==> src/mpa_pkg.sv <==
// Shared item types and field widths for the matrix priority arbiter.
`timescale 1ns / 1ps
`default_nettype none
package mpa_pkg;

	localparam int VALID_W = 8;
	localparam int PRIS_W = 32;
	localparam int TAGS_W = 64;
	localparam int FIELD_SPAN = 64;
	localparam int GRANT_IDX_W = 3;
	localparam int GRANT_TAG_W = 8;
	localparam int GRANT_PRI_W = 4;

	typedef struct packed {
		logic [VALID_W-1:0] request_valid;
		logic [PRIS_W-1:0]  request_priorities;
		logic [TAGS_W-1:0]  request_tags;
		logic               commit_grant;
	} req_item_t;

	typedef struct packed {
		logic                   grant_valid;
		logic [GRANT_IDX_W-1:0] grant_index;
		logic [GRANT_TAG_W-1:0] grant_tag;
		logic [GRANT_PRI_W-1:0] grant_priority;
	} rsp_item_t;

endpackage
`default_nettype wire

==> src/matrix_priority_arbiter.sv <==
// Matrix priority arbiter: input register, arbitration logic, result register.
// A result is offered from the result register once its item has moved on from the input register.
// Throughput: one item per cycle; a waiting result stalls the input only once
// the input register also holds an item.
// The precedence order updates when a committed round moves into the result register,
// so the item right behind it already sees the new order.
// Reset clears both valid flags and loads the order N-2 down to 0, then N-1.
`timescale 1ns / 1ps
`default_nettype none
module matrix_priority_arbiter
	import mpa_pkg::*;
#(
	parameter int NUM_INPUTS = 8,
	parameter int PRI_WIDTH  = 4,
	parameter int TAG_WIDTH  = 8
) (
	input  wire logic      clk,
	input  wire logic      arst_n,
	input  wire logic      req_valid,
	output logic           req_ready,
	input  wire req_item_t req,
	output logic           rsp_valid,
	input  wire logic      rsp_ready,
	output rsp_item_t      rsp
);

	localparam int NPAIRS = NUM_INPUTS * (NUM_INPUTS - 1) / 2;

	req_item_t             req_s1;
	logic                  valid_s1;
	rsp_item_t             rsp_s2;
	logic                  valid_s2;
	rsp_item_t             result;
	logic [NUM_INPUTS-1:0] winner;
	logic [NPAIRS-1:0]     prec;
	logic                  advance;
	logic                  update;

	assign advance   = valid_s1 && (!valid_s2 || rsp_ready);
	assign req_ready = !valid_s1 || advance;
	assign update    = advance && req_s1.commit_grant && result.grant_valid;

	mpa_core #(
		.NUM_INPUTS (NUM_INPUTS),
		.PRI_WIDTH  (PRI_WIDTH),
		.TAG_WIDTH  (TAG_WIDTH)
	) u_core (
		.item   (req_s1),
		.prec   (prec),
		.result (result),
		.winner (winner)
	);

	mpa_matrix #(
		.NUM_INPUTS (NUM_INPUTS)
	) u_matrix (
		.clk    (clk),
		.arst_n (arst_n),
		.update (update),
		.winner (winner),
		.prec   (prec)
	);

	always_ff @(posedge clk or negedge arst_n) begin
		if (!arst_n) begin
			valid_s1 <= 1'b0;
			valid_s2 <= 1'b0;
		end else begin
			if (req_ready) begin
				valid_s1 <= req_valid;
			end
			if (advance) begin
				valid_s2 <= 1'b1;
			end else if (rsp_ready) begin
				valid_s2 <= 1'b0;
			end
		end
	end

	always_ff @(posedge clk) begin
		if (req_ready && req_valid) begin
			req_s1 <= req;
		end
		if (advance) begin
			rsp_s2 <= result;
		end
	end

	assign rsp_valid = valid_s2;
	assign rsp       = rsp_s2;

endmodule
`default_nettype wire

==> src/mpa_matrix.sv <==
// Precedence matrix state (upper triangle) with least-recently-granted update.
`timescale 1ns / 1ps
`default_nettype none
module mpa_matrix
	import mpa_pkg::*;
#(
	parameter int NUM_INPUTS = 8
) (
	input  wire logic                                        clk,
	input  wire logic                                        arst_n,
	input  wire logic                                        update,
	input  wire logic [NUM_INPUTS-1:0]                       winner,
	output logic      [NUM_INPUTS*(NUM_INPUTS-1)/2-1:0]      prec
);

	localparam int NPAIRS = NUM_INPUTS * (NUM_INPUTS - 1) / 2;

	logic [NPAIRS-1:0] prec_q;
	logic [NPAIRS-1:0] prec_next;
	logic [NPAIRS-1:0] prec_rst;

	// Bit (r,c) with r < c sits at c*(c-1)/2 + r and is set when r precedes c.
	// A committed winner w gets preceded by everyone: (r,w) set, (w,c) cleared.
	for (genvar gc = 1; gc < NUM_INPUTS; gc++) begin : g_col
		for (genvar gr = 0; gr < gc; gr++) begin : g_row
			localparam int B = gc * (gc - 1) / 2 + gr;
			assign prec_rst[B] = (gc == NUM_INPUTS - 1) ? 1'b1 : 1'b0;
			assign prec_next[B] = winner[gc] ? 1'b1 : (winner[gr] ? 1'b0 : prec_q[B]);
		end
	end

	always_ff @(posedge clk or negedge arst_n) begin
		if (!arst_n) begin
			prec_q <= prec_rst;
		end else if (update) begin
			prec_q <= prec_next;
		end
	end

	assign prec = prec_q;

endmodule
`default_nettype wire

==> src/mpa_core.sv <==
// Combinational arbitration: highest priority wins, ties go by the precedence matrix.
`timescale 1ns / 1ps
`default_nettype none
module mpa_core
	import mpa_pkg::*;
#(
	parameter int NUM_INPUTS = 8,
	parameter int PRI_WIDTH  = 4,
	parameter int TAG_WIDTH  = 8
) (
	input  wire req_item_t                                   item,
	input  wire logic [NUM_INPUTS*(NUM_INPUTS-1)/2-1:0]      prec,
	output rsp_item_t                                        result,
	output logic      [NUM_INPUTS-1:0]                       winner
);

	localparam int IDX_W = $clog2(NUM_INPUTS);

	logic [FIELD_SPAN-1:0]                  pris_ext;
	logic [FIELD_SPAN-1:0]                  tags_ext;
	logic [NUM_INPUTS-1:0]                  req;
	logic [NUM_INPUTS-1:0][PRI_WIDTH-1:0]   pri;
	logic [NUM_INPUTS-1:0][TAG_WIDTH-1:0]   tag;
	logic [NUM_INPUTS-1:0][NUM_INPUTS-1:0]  beaten;
	logic [NUM_INPUTS-1:0]                  wins;
	logic [IDX_W-1:0]                       idx_sel;
	logic [PRI_WIDTH-1:0]                   pri_sel;
	logic [TAG_WIDTH-1:0]                   tag_sel;
	logic [31:0]                            idx_ext;
	logic [31:0]                            pri_ext;
	logic [31:0]                            tag_ext;

	assign pris_ext = FIELD_SPAN'(item.request_priorities);
	assign tags_ext = item.request_tags;

	// Unpack requesters; fields that fall beyond the packed words read as zero.
	for (genvar gk = 0; gk < NUM_INPUTS; gk++) begin : g_unpack
		localparam int PSH = gk * PRI_WIDTH;
		localparam int TSH = gk * TAG_WIDTH;
		if (gk < VALID_W) begin : g_req
			assign req[gk] = item.request_valid[gk];
		end else begin : g_noreq
			assign req[gk] = 1'b0;
		end
		if (PSH < FIELD_SPAN) begin : g_pri
			assign pri[gk] = PRI_WIDTH'(pris_ext >> PSH);
		end else begin : g_nopri
			assign pri[gk] = '0;
		end
		if (TSH < FIELD_SPAN) begin : g_tag
			assign tag[gk] = TAG_WIDTH'(tags_ext >> TSH);
		end else begin : g_notag
			assign tag[gk] = '0;
		end
	end

	// beaten[k][i] is set when requester i rules out requester k.
	for (genvar gk = 0; gk < NUM_INPUTS; gk++) begin : g_cand
		for (genvar gi = 0; gi < NUM_INPUTS; gi++) begin : g_rival
			if (gi == gk) begin : g_self
				assign beaten[gk][gi] = 1'b0;
			end else begin : g_other
				localparam int LO = (gi < gk) ? gi : gk;
				localparam int HI = (gi < gk) ? gk : gi;
				localparam int B = HI * (HI - 1) / 2 + LO;
				logic ahead;
				assign ahead = (gi < gk) ? prec[B] : !prec[B];
				assign beaten[gk][gi] = req[gi] &&
					((pri[gi] > pri[gk]) || ((pri[gi] == pri[gk]) && ahead));
			end
		end
		assign wins[gk] = req[gk] && !(|beaten[gk]);
	end

	assign winner = wins & (~wins + NUM_INPUTS'(1));

	always_comb begin
		idx_sel = '0;
		pri_sel = '0;
		tag_sel = '0;
		for (int k = 0; k < NUM_INPUTS; k++) begin
			if (winner[k]) begin
				idx_sel = idx_sel | IDX_W'(k);
				pri_sel = pri_sel | pri[k];
				tag_sel = tag_sel | tag[k];
			end
		end
	end

	assign idx_ext = 32'(idx_sel);
	assign pri_ext = 32'(pri_sel);
	assign tag_ext = 32'(tag_sel);

	assign result.grant_valid    = |winner;
	assign result.grant_index    = idx_ext[GRANT_IDX_W-1:0];
	assign result.grant_tag      = tag_ext[GRANT_TAG_W-1:0];
	assign result.grant_priority = pri_ext[GRANT_PRI_W-1:0];

endmodule
`default_nettype wire
==> config.mk <==
export PLATFORM = sky130hd
export DESIGN_NAME = matrix_priority_arbiter
export DESIGN_NICKNAME = d
export VERILOG_FILES = /design/src/mpa_pkg.sv /design/src/matrix_priority_arbiter.sv /design/src/mpa_matrix.sv /design/src/mpa_core.sv
export SDC_FILE = /design/constraint.sdc
export NUM_CORES = 1
export LEC_CHECK = 0
export ABC_AREA = 1
export ABC_CLOCK_PERIOD_IN_PS = 3290
export BUFFER_PORTS_ARGS = -buffer_cell sky130_fd_sc_hd__buf_2
export CAP_MARGIN = 20
export CORE_UTILIZATION = 60
export CTS_BUF_LIST = sky130_fd_sc_hd__clkbuf_8
export CTS_CLUSTER_SIZE = 28
export DETAILED_ROUTE_END_ITERATION = 8
export GPL_ROUTABILITY_DRIVEN = 0
export PLACE_DENSITY = 0.83
export REMOVE_ABC_BUFFERS = 1
export SYNTH_ARGS = -nofsm -noshare
export SYNTH_HDL_FRONTEND = slang
export SYNTH_SLANG_ARGS = --single-unit
==> constraint.sdc <==
create_clock -name clk -period 3.29 [get_ports clk]
set_input_delay 0.658 -clock clk [delete_from_list [all_inputs] [get_ports clk]]
set_output_delay 0.658 -clock clk [all_outputs]
set_load 0.005 [all_outputs]
==> flow_summary.yaml <==
status:
  status: "finished clean"
timing:
  period_needed_ns: 2.800
  fin_skew_ns: 0.01577
  setup_viol_count_final: 0
  hold_viol: 0
  hold_slack_ns: 0.2155
  fmax_mhz: 357.1
  fin_crit_sh: 0.8511
  slew_headroom: 0.5279
  rsz0062_at_grt: "false"
  worst_pin_slew_ns: 0.7074
  slew_viol_final: 0
floorplan:
  die_y_um: 127.6
  io_pins: 127
  fp.dieW_um: 127.6
  die-area_mm2: 0.01628
  core_area_mm2: 0.01531
  rows: 45
  start_util: 0.6179
synth:
  avgSynthCellArea_um2: 9.029
  synth_top_flop_cell: "edfxtp_1"
  synth_top_area_share: 0.3840
  synth_area_leaders: "edfxtp_1 (38%), nand2_1 (15%), ha_1 (15%)"
  synth_seq_cells: 151
  synth.top_cells.by_count: "nand2_1 (389), edfxtp_1 (121), inv_1 (117)"
  synth_area_mm2: 0.009463
  synth_cells: 1048
  yosys.area.top_type: "edfxtp_1"
  synth_cell_types: 31
  yosysSeqAreaShare: 0.4642
  async_reset_ff_frac: 0.1987
  yosys_warnings: 0
  synth_edf_count: 121
  synth.most_common_cell: "nand2_1"
flow_run:
  maxCapViolCount: 0
grt:
  grt_pass1_wl_um: 38230
  grt_antenna_before_repair: 0
  grt_max_degree: 46
  grt_usage: 0.3175
  overflow: 0
  grt_pass1_vias: 7438
route:
  first_pass_iters: 5
  vias_per_cell: 5.490
  num_vias: 7768
  ant_nets: 0
  drc: 0
  wire_per_inst_um: 17.20
  wirelength_um: 24340
  drt_iter0_markers: 734
clock_tree:
  numCtsBuffers: 17
  clkLatencyLatePin_ns: 0.48
  cts_buffer_depth: 2
  cts_root_buffer: "clkbuf_8"
  cts_hold_buf: 0
  post_cts_buffers: 0
  h-tree-depth: 4
  cts-resized-gates: 0
  cts_tree: "done"
  clock_sinks: 151
  path_clk_slew_ns: 0.10
placed_design:
  portBuffers: 126
  place_hpwl_um: 18460
  placed_cell_area_mm2: 0.01036
cells_and_area:
  n_antenna_cell: 0
  syn_to_final_growth_pct: 13.61
  nNetsFinal: 1412
  drive_above_1_share: 0.2209
  multi_input_area_mm2: 0.004501
  fillers: 1188
  final_area_mm2: 0.01075
  regArea_mm2: 0.004393
setup_path:
  crit_fanout: 13
  startpoint_type: "flop"
  cp_data_arrival_time_ns: 3.16
  crit_path_end_kind: "flop"
  critPathKind: "flop to flop"
  crit_required_ns: 3.65
power:
  clkPwrFrac: 0.254
  power_frac_comb: 0.252
  internal-power_uw: 3505
  powerDensity_mw_per_mm2: 513.2
  p_sw_uw: 2011
  p_sw_frac: 0.3646
  seqPwrFrac: 0.494
  leakagePower_uw: 0.005511
  ir_drop_uv: 357.5
min_path:
  hp-class: "input pin to async pin"
[sequential cells by signal (all words and copies together), names as in the netlist]
name	cells
req_s1	105
rsp	16
rsp_valid	1
u_matrix.prec	28
valid_s1	1
[layout make-up]
cell class,count,share of cell area
Clock buffer,17,0.02176
Clock inverter,15,0.01432
Inverter,143,0.05016
Multi-Input combinational cell,749,0.4186
Sequential cell,151,0.4086
Tap cell,211,0.02456
Timing Repair Buffer,129,0.06192
[power by group through the flow]
stage	combinational, uW	clock, uW	sequential (uW)
2_1_floorplan	981	0	2620
3_3_place_gp	1310	0	2740
3_5_place_dp	1370	0	2740
4_1_cts	1380	1420	2700
5_1_grt	1560	1490	2740
6_report	1390	1400	2720
[critical path: stages (launching register included)]
cell	delay [ns]
edfxtp_1	0.60
inv_1	0.18
ha_1	0.33
nand2_2	0.10
nor2_4	0.05
nand3b_1	0.15
nand2_1	0.09
nand2_1	0.06
nor2_1	0.23
nand2_1	0.15
inv_1	0.41
nand3_4	0.19
nand2_1	0.10
nand2_1	0.05
[path summary, 6_finish.rpt]
check	start	endpoint	slack, ns	cells past startpoint
max	req_s1[83]	u_matrix.prec[14]	0.49	13
min	arst_n	u_matrix.prec[1]	0.22	1
max reg2reg	req_s1[83]	u_matrix.prec[14]	0.49	13
min reg2reg	u_matrix.prec[27]	u_matrix.prec[27]	0.48	2
max in group asynchronous	arst_n	u_matrix.prec[11]	2.62	1
min in group clk	req[58]	req_s1[58]	0.34	1
[through the flow]
step / setup WS (ns) / power (uW) / setup TNS, ns / utilization / std cells
floorplan: -0.09226 / 3604 / -9.688 / - / 1043
global placement: 0.6404 / 4051 / 0 / 0.6766 / 1383
detailed placement: 0.5871 / 4114 / 0 / 0.6766 / 1383
CTS: 0.5386 / 5504 / 0 / 0.7020 / 1415
global route: 0.3160 / 5801 / 0 / 0.7020 / 1415
finish: 0.4900 / 5517 / 0 / 0.7020 / 1415
[metal layers]
metal / global-route usage / part of all wire / vias up
li1: - / - / 3726
met1: 0.3969 / 0.39 / 3549
met2: 0.5278 / 0.47 / 409
met3: 0.07035 / 0.096 / 84
met4: 0.1474 / 0.043 / 0
met5: 0 / 0 / -
[logic make-up after synthesis]
logic type	synth area share
buf+inv	0.06016
compound gates	0.04747
flops	0.4642
fa+ha+maj	0.1481
simple gates	0.2800
[cells in the final DEF (no fill, tap or decap), types with 3 or more instances in the layout]
cell type  Yosys  routed
nand3_4        9       9
nand2_4        8       8
o21ai_0        4       4
buf_2          2     126
ha_1         112     112
inv_2         26      26
dfrtp_1       23      23
nor2_8         3       3
inv_8          0       4
nor2_1        32      32
a21oi_1       60      60
edfxtp_1     121     121
o21bai_1       7       7
nand2_2       17      17
nand3b_1      16      16
nor2_2        20      20
nor3_1         4       4
o22ai_1        4       4
clkbuf_8       0      17
nor2_4        10      10
inv_6          0       5
nand3_1       35      35
dfstp_2        7       7
nand2_1      389     389
inv_1        117     116
nand4_1        9       9
(Power assumes the default switching activity.)
